<file path="src/design/irt_pkg.sv">
// Shared types for the interval range table: cell commands and cell compare flags.
package irt_pkg;

    // Command broadcast to every cell of the chain.
    typedef enum logic [1:0] {
        CELL_HOLD,   // keep contents
        CELL_PULL,   // cells at or above pos take the right neighbor (delete at pos)
        CELL_PUSH    // cell at pos loads insert data, cells above take the left neighbor
    } cell_op_t;

    // Compare results of one cell against the probe keys.
    typedef struct packed {
        logic lt_begin;   // key <  key_begin
        logic le_begin;   // key <= key_begin
        logic lt_end;     // key <  key_end
        logic eq_end;     // key == key_end
    } cell_flags_t;

endpackage

</file>
<file path="src/design/irt_cell.sv">
// One boundary cell of the interval range table chain.
module irt_cell
    import irt_pkg::*;
#(
    parameter int KEY_BITS   = 16,
    parameter int VALUE_BITS = 32,
    parameter int POS_BITS   = 7,
    parameter int INDEX      = 0
) (
    input  logic                  clk,
    input  cell_op_t              cmd,
    input  logic [POS_BITS-1:0]   pos,
    input  logic [KEY_BITS-1:0]   ins_key,
    input  logic [VALUE_BITS-1:0] ins_value,
    input  logic [KEY_BITS-1:0]   left_key,
    input  logic [VALUE_BITS-1:0] left_value,
    input  logic [KEY_BITS-1:0]   right_key,
    input  logic [VALUE_BITS-1:0] right_value,
    input  logic [KEY_BITS-1:0]   probe_begin,
    input  logic [KEY_BITS-1:0]   probe_end,
    output logic [KEY_BITS-1:0]   key,
    output logic [VALUE_BITS-1:0] value,
    output cell_flags_t           flags
);

    localparam logic [POS_BITS-1:0] IDX = POS_BITS'(INDEX);

    logic [KEY_BITS-1:0]   key_reg,   key_next;
    logic [VALUE_BITS-1:0] value_reg, value_next;

    always_comb
    begin
        key_next   = key_reg;
        value_next = value_reg;
        unique case (cmd)
            CELL_PULL:
            begin
                if (IDX >= pos)
                begin
                    key_next   = right_key;
                    value_next = right_value;
                end
            end
            CELL_PUSH:
            begin
                if (IDX == pos)
                begin
                    key_next   = ins_key;
                    value_next = ins_value;
                end
                else if (IDX > pos)
                begin
                    key_next   = left_key;
                    value_next = left_value;
                end
            end
            default:
            begin
                key_next   = key_reg;
                value_next = value_reg;
            end
        endcase
    end

    // payload only, no reset
    always_ff @(posedge clk)
    begin
        key_reg   <= key_next;
        value_reg <= value_next;
    end

    assign key            = key_reg;
    assign value          = value_reg;
    assign flags.lt_begin = key_reg <  probe_begin;
    assign flags.le_begin = key_reg <= probe_begin;
    assign flags.lt_end   = key_reg <  probe_end;
    assign flags.eq_end   = key_reg == probe_end;

endmodule

</file>
<file path="config.mk">
export PLATFORM = sky130hd
export DESIGN_NAME = irt_cell
export DESIGN_NICKNAME = d
export VERILOG_FILES = /design/src/design/irt_pkg.sv /design/src/design/irt_cell.sv
export SDC_FILE = /design/constraint.sdc
export NUM_CORES = 1
export LEC_CHECK = 0
export BUFFER_PORTS_ARGS = -buffer_cell sky130_fd_sc_hd__buf_2
export CAP_MARGIN = 20
export CORE_ASPECT_RATIO = 0.75
export CORE_MARGIN = 2
export CORE_UTILIZATION = 41
export DETAILED_ROUTE_END_ITERATION = 10
export GPL_TIMING_DRIVEN = 0
export HOLD_SLACK_MARGIN = 0.15
export PLACE_DENSITY = 0.87
export SLEW_MARGIN = 20
export SYNTH_ARGS = -nofsm -noshare
export SYNTH_HDL_FRONTEND = slang
export SYNTH_SLANG_ARGS = --single-unit
</file>
<file path="constraint.sdc">
create_clock -name clk -period 4.9 [get_ports clk]
set_clock_uncertainty 0.15 [all_clocks]
set_input_delay 0.245 -clock clk [delete_from_list [all_inputs] [get_ports clk]]
set_output_delay 0.245 -clock clk [all_outputs]
set_load 0.01 [all_outputs]
</file>
==> summary.txt, run 1 <==
Outcome
  – Outcome: finished clean

Setup path
  – CP Data Arrival Time: 2.23 ns
  – CP max FO: 3
  – Worst setup EP type: output port
  – Worst setup path class: flop to output port
  – Critical Path Start Type: flop
  – CP required: about 4.5 ns

Drt
  – DRC viols: 0
  – DRT Pass-1 Iters: 4
  – Routed wire per std cell: 15.11 um
  – Drt via density: just over 5
  – Vias: 3650
  – Final antenna-violating net count: 0
  – Drt initial violations: 124
  – Post-Route WL: about 11000 um

Final layout
  – Largest register FFs: 32
  – Commonest non-fill, non-tap cells in the layout: buf_2 (241), nand2_1 (55), dlygate4sd3_1 (49)
  – Ant diodes: 0
  – Commonest non-fill, non-tap cell in the layout: buf_2
  – Nets: approximately 840
  – Layout cells sized above 1: around two fifths
  – Layout filler cell count: ~600
  – Layout area overhead: 61.91%

Clock tree
  – Root buf cell: clkbuf_8
  – Inserted Clock Buffers: 5
  – Max H-tree Level: 2
  – Num Clock Sinks: 48
  – Longest Clk Path Bufs: 2
  – Clk pin slew, worst setup/hold paths: roughly 0.08 ns
  – CTS tree: built
  – Post_cts resized: 0

Logic synthesis
  – #FFs+latches synth: 48
  – Ys Warns: 0
  – Syn Nets: between 500 and 600
  – Syn Inst Count: around 320
  – Syn Std Cell Area: 3236 sq um
  – Syn avg cell area: approximately 10 sq um
  – Synth cell types: 28
  – Sequential-to-total area share from yosys stat: ~45%

STA
  – Rel. slew slack: 60.61%
  – FMAX: around 380 MHz
  – Final worst slack: approximately 2.3 ns
  – Unrepaired setup endpoints after global routing: false
  – Setup-failing EPs final: 0
  – Slew @ Worst Pin: about 0.59 ns
  – Max Transition Viols Final: 0
  – Period utilization: between 50% and 60%
  – Minimum clock period: between 2 and 3 ns
  – Fin Hold WS: around 0.17 ns
  – Hold Violations, Final: 0

Global routing
  – Initial antenna violation count: 0
  – Overall global routing resource usage: between 20 and 25%
  – Vias in the first global route: around 3700
  – Largest net degree at the start of global routing: 23
  – Global-route wire length before repair: 16340 um
  – GRT overflow: 0

Placement
  – GPL Wtd Cong: about 0.8
  – Pre-CTS WS: between 2 and 3 ns
  – DPL Wire Length: a little over 8000 um
  – Port Buffers: 237

Die
  – Top Ports: 238
  – Die X: around 110 um
  – Starting Density: roughly two fifths
  – Core ar.: 7777 sq um
  – Core Rows: 28
  – DIE AREA: approximately 8600 sq um
  – Die Ht: 80.94 um

Power and ir drop
  – Leakage: around 0.0029 uW
  – Peak VDD IR: between 0.15 and 0.2 mV
  – Power per cell area: roughly 190 nW/um^2

Job
  – Max_cap viols: 0

Hold path
  – Min-Delay Path Class: primary input to flop
## where the power goes
group | internal [uW] | switching, uW | total (uW)
combinational | 118 | 88.0 | 206
clock | 201 | 126 | 327
sequential | 456 | 0.665 | 457
## area by class of cell
cell class / count / area, sq um / area share, %
flip-flops and latches: 48 / 1441 / 27.51
multi-input cells: 228 / 1609 / 30.71
clock inverters: 2 / 60.06 / 1.146
plain buffers: 16 / 76.32 / 1.457
inverters: 32 / 120.1 / 2.293
repair buffers: 288 / 1732 / 33.05
clock buffers: 5 / 68.82 / 1.314
well taps: 105 / 131.4 / 2.508
## synthesized netlist by cell type
library cell  instances  area share, %
a2111oi_0             1           0.27
a211oi_1              2           0.46
a21o_1                3           0.70
a21oi_1              12            1.9
a221o_1               1           0.31
buf_2                 4           0.62
buf_4                 1           0.23
buf_6                 1           0.35
clkbuf_1             10            1.2
edfxtp_1             48             45
ha_1                 32             12
inv_1                32            3.7
mux2i_1              48             15
nand2_1              55            6.4
nand2b_1              2           0.39
nand3_1               2           0.31
nand4_1               7            1.4
nor2_1                4           0.46
nor2b_1               1           0.19
nor3_1                1           0.15
nor4_1                2           0.39
o211ai_1              1           0.23
o21a_1                1           0.23
o21ai_0              48            7.4
o21ai_1               1           0.15
o22ai_1               2           0.39
o31a_1                1           0.27
or4_1                 1           0.23
## per-stage QoR
step           util [%]  cell area, sq um  TNS [ns]  total power [uW]  cells
5_1_grt           67.36              5239         0              1036    724
3_5_place_dp      59.40              4619         0             637.4    668
6_report          67.36              5239         0             989.9    724
2_1_floorplan         -              3236         0             539.3    324
3_3_place_gp      58.54              4553    -18.46             625.9    666
4_1_cts           67.36              5239         0             992.3    724
## logic make-up after synthesis
kind of cell	Yosys count	share of synthesized area, %
DFF	48	44.55
and+or+nand+nor	75	9.861
AOI/OAI and AO/OA	73	12.30
muxes	48	14.85
adders and majority gates	32	12.37
buffers and inverters	48	6.072
## timing repair
item / CTS / global route
endpoints found under the hold margin: 48 / 0
hold buffers: 49 / 0
buffers inserted: 0 / 0
## routing by layer
layer  track usage, %  part of all wire (%)  vias up
li1                 -                     -     1756
met1            25.54                    36     1665
met2            47.39                    53      191
met3            4.414                   7.2       38
met4            10.78                   3.5        0
met5                0                     0        -
## critical path, cell delays in order, from the launching register on
cell and delay, ns:
edfxtp_1 0.44, ha_1 0.35, nand4_1 0.14, or4_1 0.56, o22ai_1 0.22, o22ai_1 0.10
buf_2 0.14
## final timing paths
| path | startpoint | endpoint | slack, ns | cells past startpoint |
|---|---|---|---|---|
| worst max-delay path | key[14]$_DFFE_PP_ | flags[2] | 2.28 | 6 |
| worst min-delay path | ins_key[1] | key[1]$_DFFE_PP_ | 0.17 | 3 |
Power figures use the tool's default switching activity.
==> inputs of run 2 (changes only) <==
- clock period: 4.9 -> 2.7 ns (I/O delays scaled with it)
==> run 2 against run 1 <==
Net effect: die area unchanged; clock power grew 27%; largest cell class unchanged; core utilization grew 5.0 points; power up 73%; critical path type unchanged; final cell count rose by 6.2%; clock-buffer cell count unchanged; sequential power rose by 81%; non-clock buffer count up 44; global-route usage increased by 3.2 points; critical path depth grew 1; flip-flop and latch count is the same.
==> summary.txt, run 2 (synthesized netlist as in run 1, its figures left out) <==
Drt
  – Drt via density: between 5 and 6
  – Drt initial violations: 254
  – Vias: between 4000 and 5000
  – Post-Route WL: approximately 13000 um
  – DRT Pass-1 Iters: 5
  – DRC viols: 0
  – Routed wire per std cell: 16.30 um
  – Final antenna-violating net count: 0

Clock tree
  – Clk pin slew, worst setup/hold paths: 0.08 ns
  – Num Clock Sinks: 48
  – CTS tree: built
  – Post_cts resized: 0
  – Root buf cell: clkbuf_8
  – Inserted Clock Buffers: 5
  – Longest Clk Path Bufs: 2
  – Max H-tree Level: 2

Die
  – Starting Density: a little over two fifths
  – Die X: 106.6 um
  – DIE AREA: between 8000 and 9000 sq um
  – Core ar.: about 7800 sq um
  – Top Ports: about 240
  – Core Rows: 28
  – Die Ht: between 80 and 90 um

Setup path
  – CP cell instances: ha_1, nor2b_1, o211ai_1, a21oi_1, a2111oi_0, o31a_1, buf_2
  – CP Data Arrival Time: between 2 and 2.5 ns
  – CP required: around 2.4 ns
  – Worst setup path class: flop to output port
  – Critical Path Start Type: flop
  – Crit path largest cell delay: ~0.52 ns
  – Critical-path cell with the highest stage delay: a2111oi_0
  – Worst setup EP type: output port
  – CP max FO: 3

Power and ir drop
  – Power per cell area: 303.5 nW/um^2
  – Overall Power: approximately 1700 uW
  – Switching share of total power: approximately 25%
  – Sw Pwr: about 430 uW
  – Comb power frac: between 20 and 30%
  – Clock Power Share: between 20% and 30%
  – Peak VDD IR: roughly 0.22 mV
  – Sequential Power Share: approximately 49%
  – Leakage: 0.003052 uW
  – P_int: between 1000 and 1500 uW

STA
  – Hold Violations, Final: 0
  – Max Transition Viols Final: 0
  – Minimum clock period: about 2.6 ns
  – Period utilization: a little over nine tenths
  – Rel. slew slack: between 60% and 70%
  – Slew @ Worst Pin: roughly 0.53 ns
  – FMAX: between 300 and 400 MHz
  – Setup-failing EPs final: 0
  – Fin Hold WS: ~0.16 ns

Global routing
  – GRT overflow: 0
  – Vias in the first global route: between 4000 and 5000
  – Global-route wire length before repair: 18330 um
  – Largest net degree at the start of global routing: 25
  – Initial antenna violation count: 0
  – Overall global routing resource usage: 27.42%

Final layout
  – Nets: 881
  – Layout cells sized above 1: about two fifths
  – Layout area overhead: 74.01%
  – Ant diodes: 0
  – Commonest non-fill, non-tap cell in the layout: buf_2
  – Final Cell Area: between 5000 and 6000 sq um
  – Commonest non-fill, non-tap cells in the layout: buf_2 (241), dlygate4sd3_1 (92), nand2_1 (55)
  – Largest register FFs: 32

Outcome
  – Outcome: finished clean

Placement
  – DPL Wire Length: about 8000 um
  – Placed inst area: 4619 sq um
  – Port Buffers: between 200 and 250
  – GPL Wtd Cong: between 0.8 and 0.9

Job
  – Max_cap viols: 0

Hold path
  – Min-Delay Path Class: primary input to flop
run 2: cell types whose count changed in the layout (fill, tap and decap cells not counted), sizes merged:
| cell | change |
|---|---|
| buf | +1 |
| bufinv | -2 |
| clkinv | +3 |
| dlygate4sd3 | +43 |
run 2: what timing repair did:
item	4_1_cts	5_1_grt
endpoints found under the hold margin	48	0
buffers inserted	0	1
endpoints found under the setup margin	0	1
hold buffers	92	0
run 2: cell type report:
| type | instances | area [sq um] |
|---|---|---|
| repair buffers | 332 | 2170 |
| fillers | 563 | 2147 |
| multi-input cells | 228 | 1609 |
| flip-flops and latches | 48 | 1441 |
| well taps | 105 | 131.4 |
| inverters | 32 | 120.1 |
| plain buffers | 16 | 76.32 |
| clock buffers | 5 | 68.82 |
| clock inverters | 3 | 13.76 |
run 2: critical path: cells and delay by family (launching register included):
kind,cells,cell delay (ns)
fa+ha+maj,1,0.31
buf+inv,1,0.13
flops,1,0.43
compound gates,4,0.99
simple gates,1,0.14
run 2: through the flow:
stage	cells	setup TNS [ns]	setup WS, ns	util, %
floorplan	324	0	0.4800	-
global placement	666	-4.713	-0.1005	58.69
detailed placement	668	0	0.4725	59.40
CTS	768	0	0.1419	72.30
global route	769	-0.01078	-0.01078	72.39
finish	769	0	0.1264	72.39
run 2: worst paths after layout:
kind / start / endpoint / slack [ns] / depth (start not counted)
worst max-delay path: key[1]$_DFFE_PP_ / flags[1] / 0.13 / 7
worst min-delay path: ins_value[30] / value[30]$_DFFE_PP_ / 0.16 / 3
run 2: metal layers:
metal | share of wire, % | GRT usage (%)
met4 | 5.3 | 15.71
met3 | 7.3 | 5.859
met5 | 0 | 0
met2 | 53 | 54.90
met1 | 35 | 26.08
run 2: power by group through the flow:
| stage | Clock, uW | Combinational, uW | Sequential (uW) |
|---|---|---|---|
| finish | 415 | 465 | 829 |
| global route | 449 | 503 | 830 |
| CTS | 422 | 438 | 829 |
| detailed placement | 0 | 310 | 846 |
| global placement | 0 | 292 | 846 |
| floorplan | 0 | 132 | 847 |
==> inputs of run 3 (changes only) <==
- ABC_AREA: not set -> 1
==> run 3 against run 2 <==
Net effect: global-route usage grew 0.72 points; wire length rose by 2.4%; fmax grew 25%; sequential power hardly changed; highest routed layer unchanged.
==> summary.txt, run 3 <==
Setup path
  – Worst setup EP type: output port
  – CP required: approximately 2.4 ns
  – Critical Path Start Type: flop
  – CP max FO: 3
  – Worst setup path class: flop to output port
  – Critical path launch point: key[9]$_DFFE_PP_
  – CP Data Arrival Time: ~1.8 ns

Logic synthesis
  – Syn Nets: 628
  – Syn Inst Count: a little over 400
  – FFs w/ async S/R, synth: 0%
  – Top FF cell, synth: edfxtp_1
  – Syn Std Cell Area: between 3000 and 4000 sq um
  – Ys Warns: 0
  – Leading area contributor after synthesis: edfxtp_1
  – Post-synth EDFFs: 48
  – Top post-synthesis cells by area: edfxtp_1 (44%), a21oi_1 (17%), ha_1 (12%)
  – Share of the synthesized area in the top cell type: between 40% and 50%
  – #FFs+latches synth: 48
  – Post-synth top cells: a21oi_1 (110), nand2_1 (82), nor2_1 (62), edfxtp_1 (48), inv_1 (43)
  – Synth cell types: 20
  – Syn avg cell area: around 8.0 sq um
  – Sequential-to-total area share from yosys stat: between 40% and 50%
  – Cell with the most instances after synthesis: a21oi_1

Global routing
  – Overall global routing resource usage: between 20% and 30%
  – GRT overflow: 0
  – Initial antenna violation count: 0
  – Global-route wire length before repair: 19160 um
  – Vias in the first global route: 4231
  – Largest net degree at the start of global routing: 22

Final layout
  – Layout filler cell count: about 570
  – Multi-input gate area: 1583 sq um
  – Commonest non-fill, non-tap cells in the layout: buf_2 (246), a21oi_1 (109), dlygate4sd3_1 (96), nand2_1 (82), nor2_1 (62)
  – Nets: 970
  – Layout cells sized above 1: 34.79%
  – Sequential Area: 1441 sq um
  – Commonest non-fill, non-tap cell in the layout: buf_2
  – Largest register FFs: 32
  – Ant diodes: 0
  – Layout area overhead: 74.81%

Clock tree
  – Num Clock Sinks: 48
  – Clk pin slew, worst setup/hold paths: about 0.10 ns
  – Root buf cell: clkbuf_8
  – Post_cts resized: 0
  – Hold buffers post-CTS: 96
  – Post-CTS setup buffer count: 0
  – Inserted Clock Buffers: 5
  – Max H-tree Level: 2
  – CTS tree: built
  – Longest Clk Path Bufs: 2

Placement
  – Port Buffers: 237
  – DPL Wire Length: roughly 8600 um
  – GPL Wtd Cong: ~0.9

Die
  – Starting Density: 42.02%
  – Top Ports: 238
  – Core Rows: 28
  – Die Ht: ~80 um
  – DIE AREA: 8747 sq um
  – Die X: approximately 110 um
  – Core ar.: between 7000 and 8000 sq um

STA
  – FMAX: between 400 and 500 MHz
  – Setup-failing EPs final: 0
  – Slew @ Worst Pin: ~0.56 ns
  – Minimum clock period: between 2 and 2.5 ns
  – Max Transition Viols Final: 0
  – Hold Violations, Final: 0
  – TNS Setup: 0 ns
  – Rel. slew slack: roughly 63%
  – Unrepaired setup endpoints after global routing: false
  – Period utilization: between 70% and 80%
  – Fin Hold WS: 0.2637 ns

Outcome
  – Outcome: finished clean

Drt
  – Drt initial violations: around 290
  – Vias: 4366
  – DRC viols: 0
  – DRT Pass-1 Iters: 5
  – Final antenna-violating net count: 0
  – Drt via density: roughly 5
  – Post-Route WL: about 13000 um
  – Routed wire per std cell: 14.96 um

Power and ir drop
  – Peak VDD IR: 0.2593 mV
  – Leakage: 0.002801 uW
  – Power per cell area: roughly 320 nW/um^2

Hold path
  – Hold path start: cmd[0]
  – Min-Delay Path Class: primary input to flop

Job
  – Max_cap viols: 0
==> run 3: cell types whose count changed in the layout (fill, tap and decap cells not counted), moves of 3 or more <==
cell	change
clkbuf_1	-3
nand4_1	-5
buf_2	+5
inv_1	+11
nor2_1	+58
nand2_1	+27
o21ai_0	-46
dlygate4sd3_1	+4
mux2i_1	-48
a21oi_1	+98
==> run 3: logic make-up (layout without fill, tap and decap cells) <==
group           after synthesis  count (layout)  synth area share, %
flops                        48              48                43.90
fa+ha+maj                    32              32                12.20
buf+inv                      64             407                8.231
compound gates              116             116                17.99
simple gates                150             150                17.68
==> run 3: routing by layer <==
| layer | GRT usage (%) | wire length, um | share of wire (%) | vias up |
|---|---|---|---|---|
| met2 | 54.87 | 6695 | 52 | 259 |
| met5 | 0 | 0 | 0 | - |
| met3 | 4.921 | 1033 | 8.0 | 54 |
| li1 | - | - | - | 2067 |
| met4 | 11.67 | 522 | 4.1 | 0 |
| met1 | 30.47 | 4587 | 36 | 1986 |
==> run 3: worst paths after layout <==
kind,end,slack (ns),depth (start not counted)
setup / recovery,flags[2],0.65,7
hold / removal,value[14]$_DFFE_PP_,0.26,3
==> run 3: worst max-delay path: stages, from the launching register on <==
cell      delay [ns]
edfxtp_1        0.47
ha_1            0.35
nand4_1         0.10
nor3_1          0.21
nand2_1         0.08
nand2_1         0.08
nand2_1         0.05
buf_2           0.13
==> run 3: final cells by class <==
cell class	instances	area share, %
Timing Repair Buffer	335	38.37
Multi-Input combinational cell	298	27.58
Sequential cell	48	25.11
Inverter	44	2.878
Tap cell	105	2.289
Buffer	20	1.831
Clock buffer	5	1.199
Clock inverter	3	0.7412
==> run 3: metrics by stage <==
| step | cells | instance area [sq um] | worst slack [ns] | total power [uW] | utilization [%] |
|---|---|---|---|---|---|
| global placement | 752 | 4604 | -0.8618 | 1143 | 58.94 |
| CTS | 858 | 5739 | 0.6270 | 1808 | 73.46 |
| floorplan | 410 | 3287 | 0.04582 | 983.9 | - |
| global route | 858 | 5739 | 0.5083 | 1900 | 73.46 |
| detailed placement | 754 | 4667 | 0.4887 | 1159 | 59.74 |
| finish | 858 | 5739 | 0.6480 | 1823 | 73.46 |
==> run 3: power breakdown <==
group	switching [uW]	internal, uW	total (uW)
clock	248	274	523
combinational	191	280	471
sequential	1.30	828	829
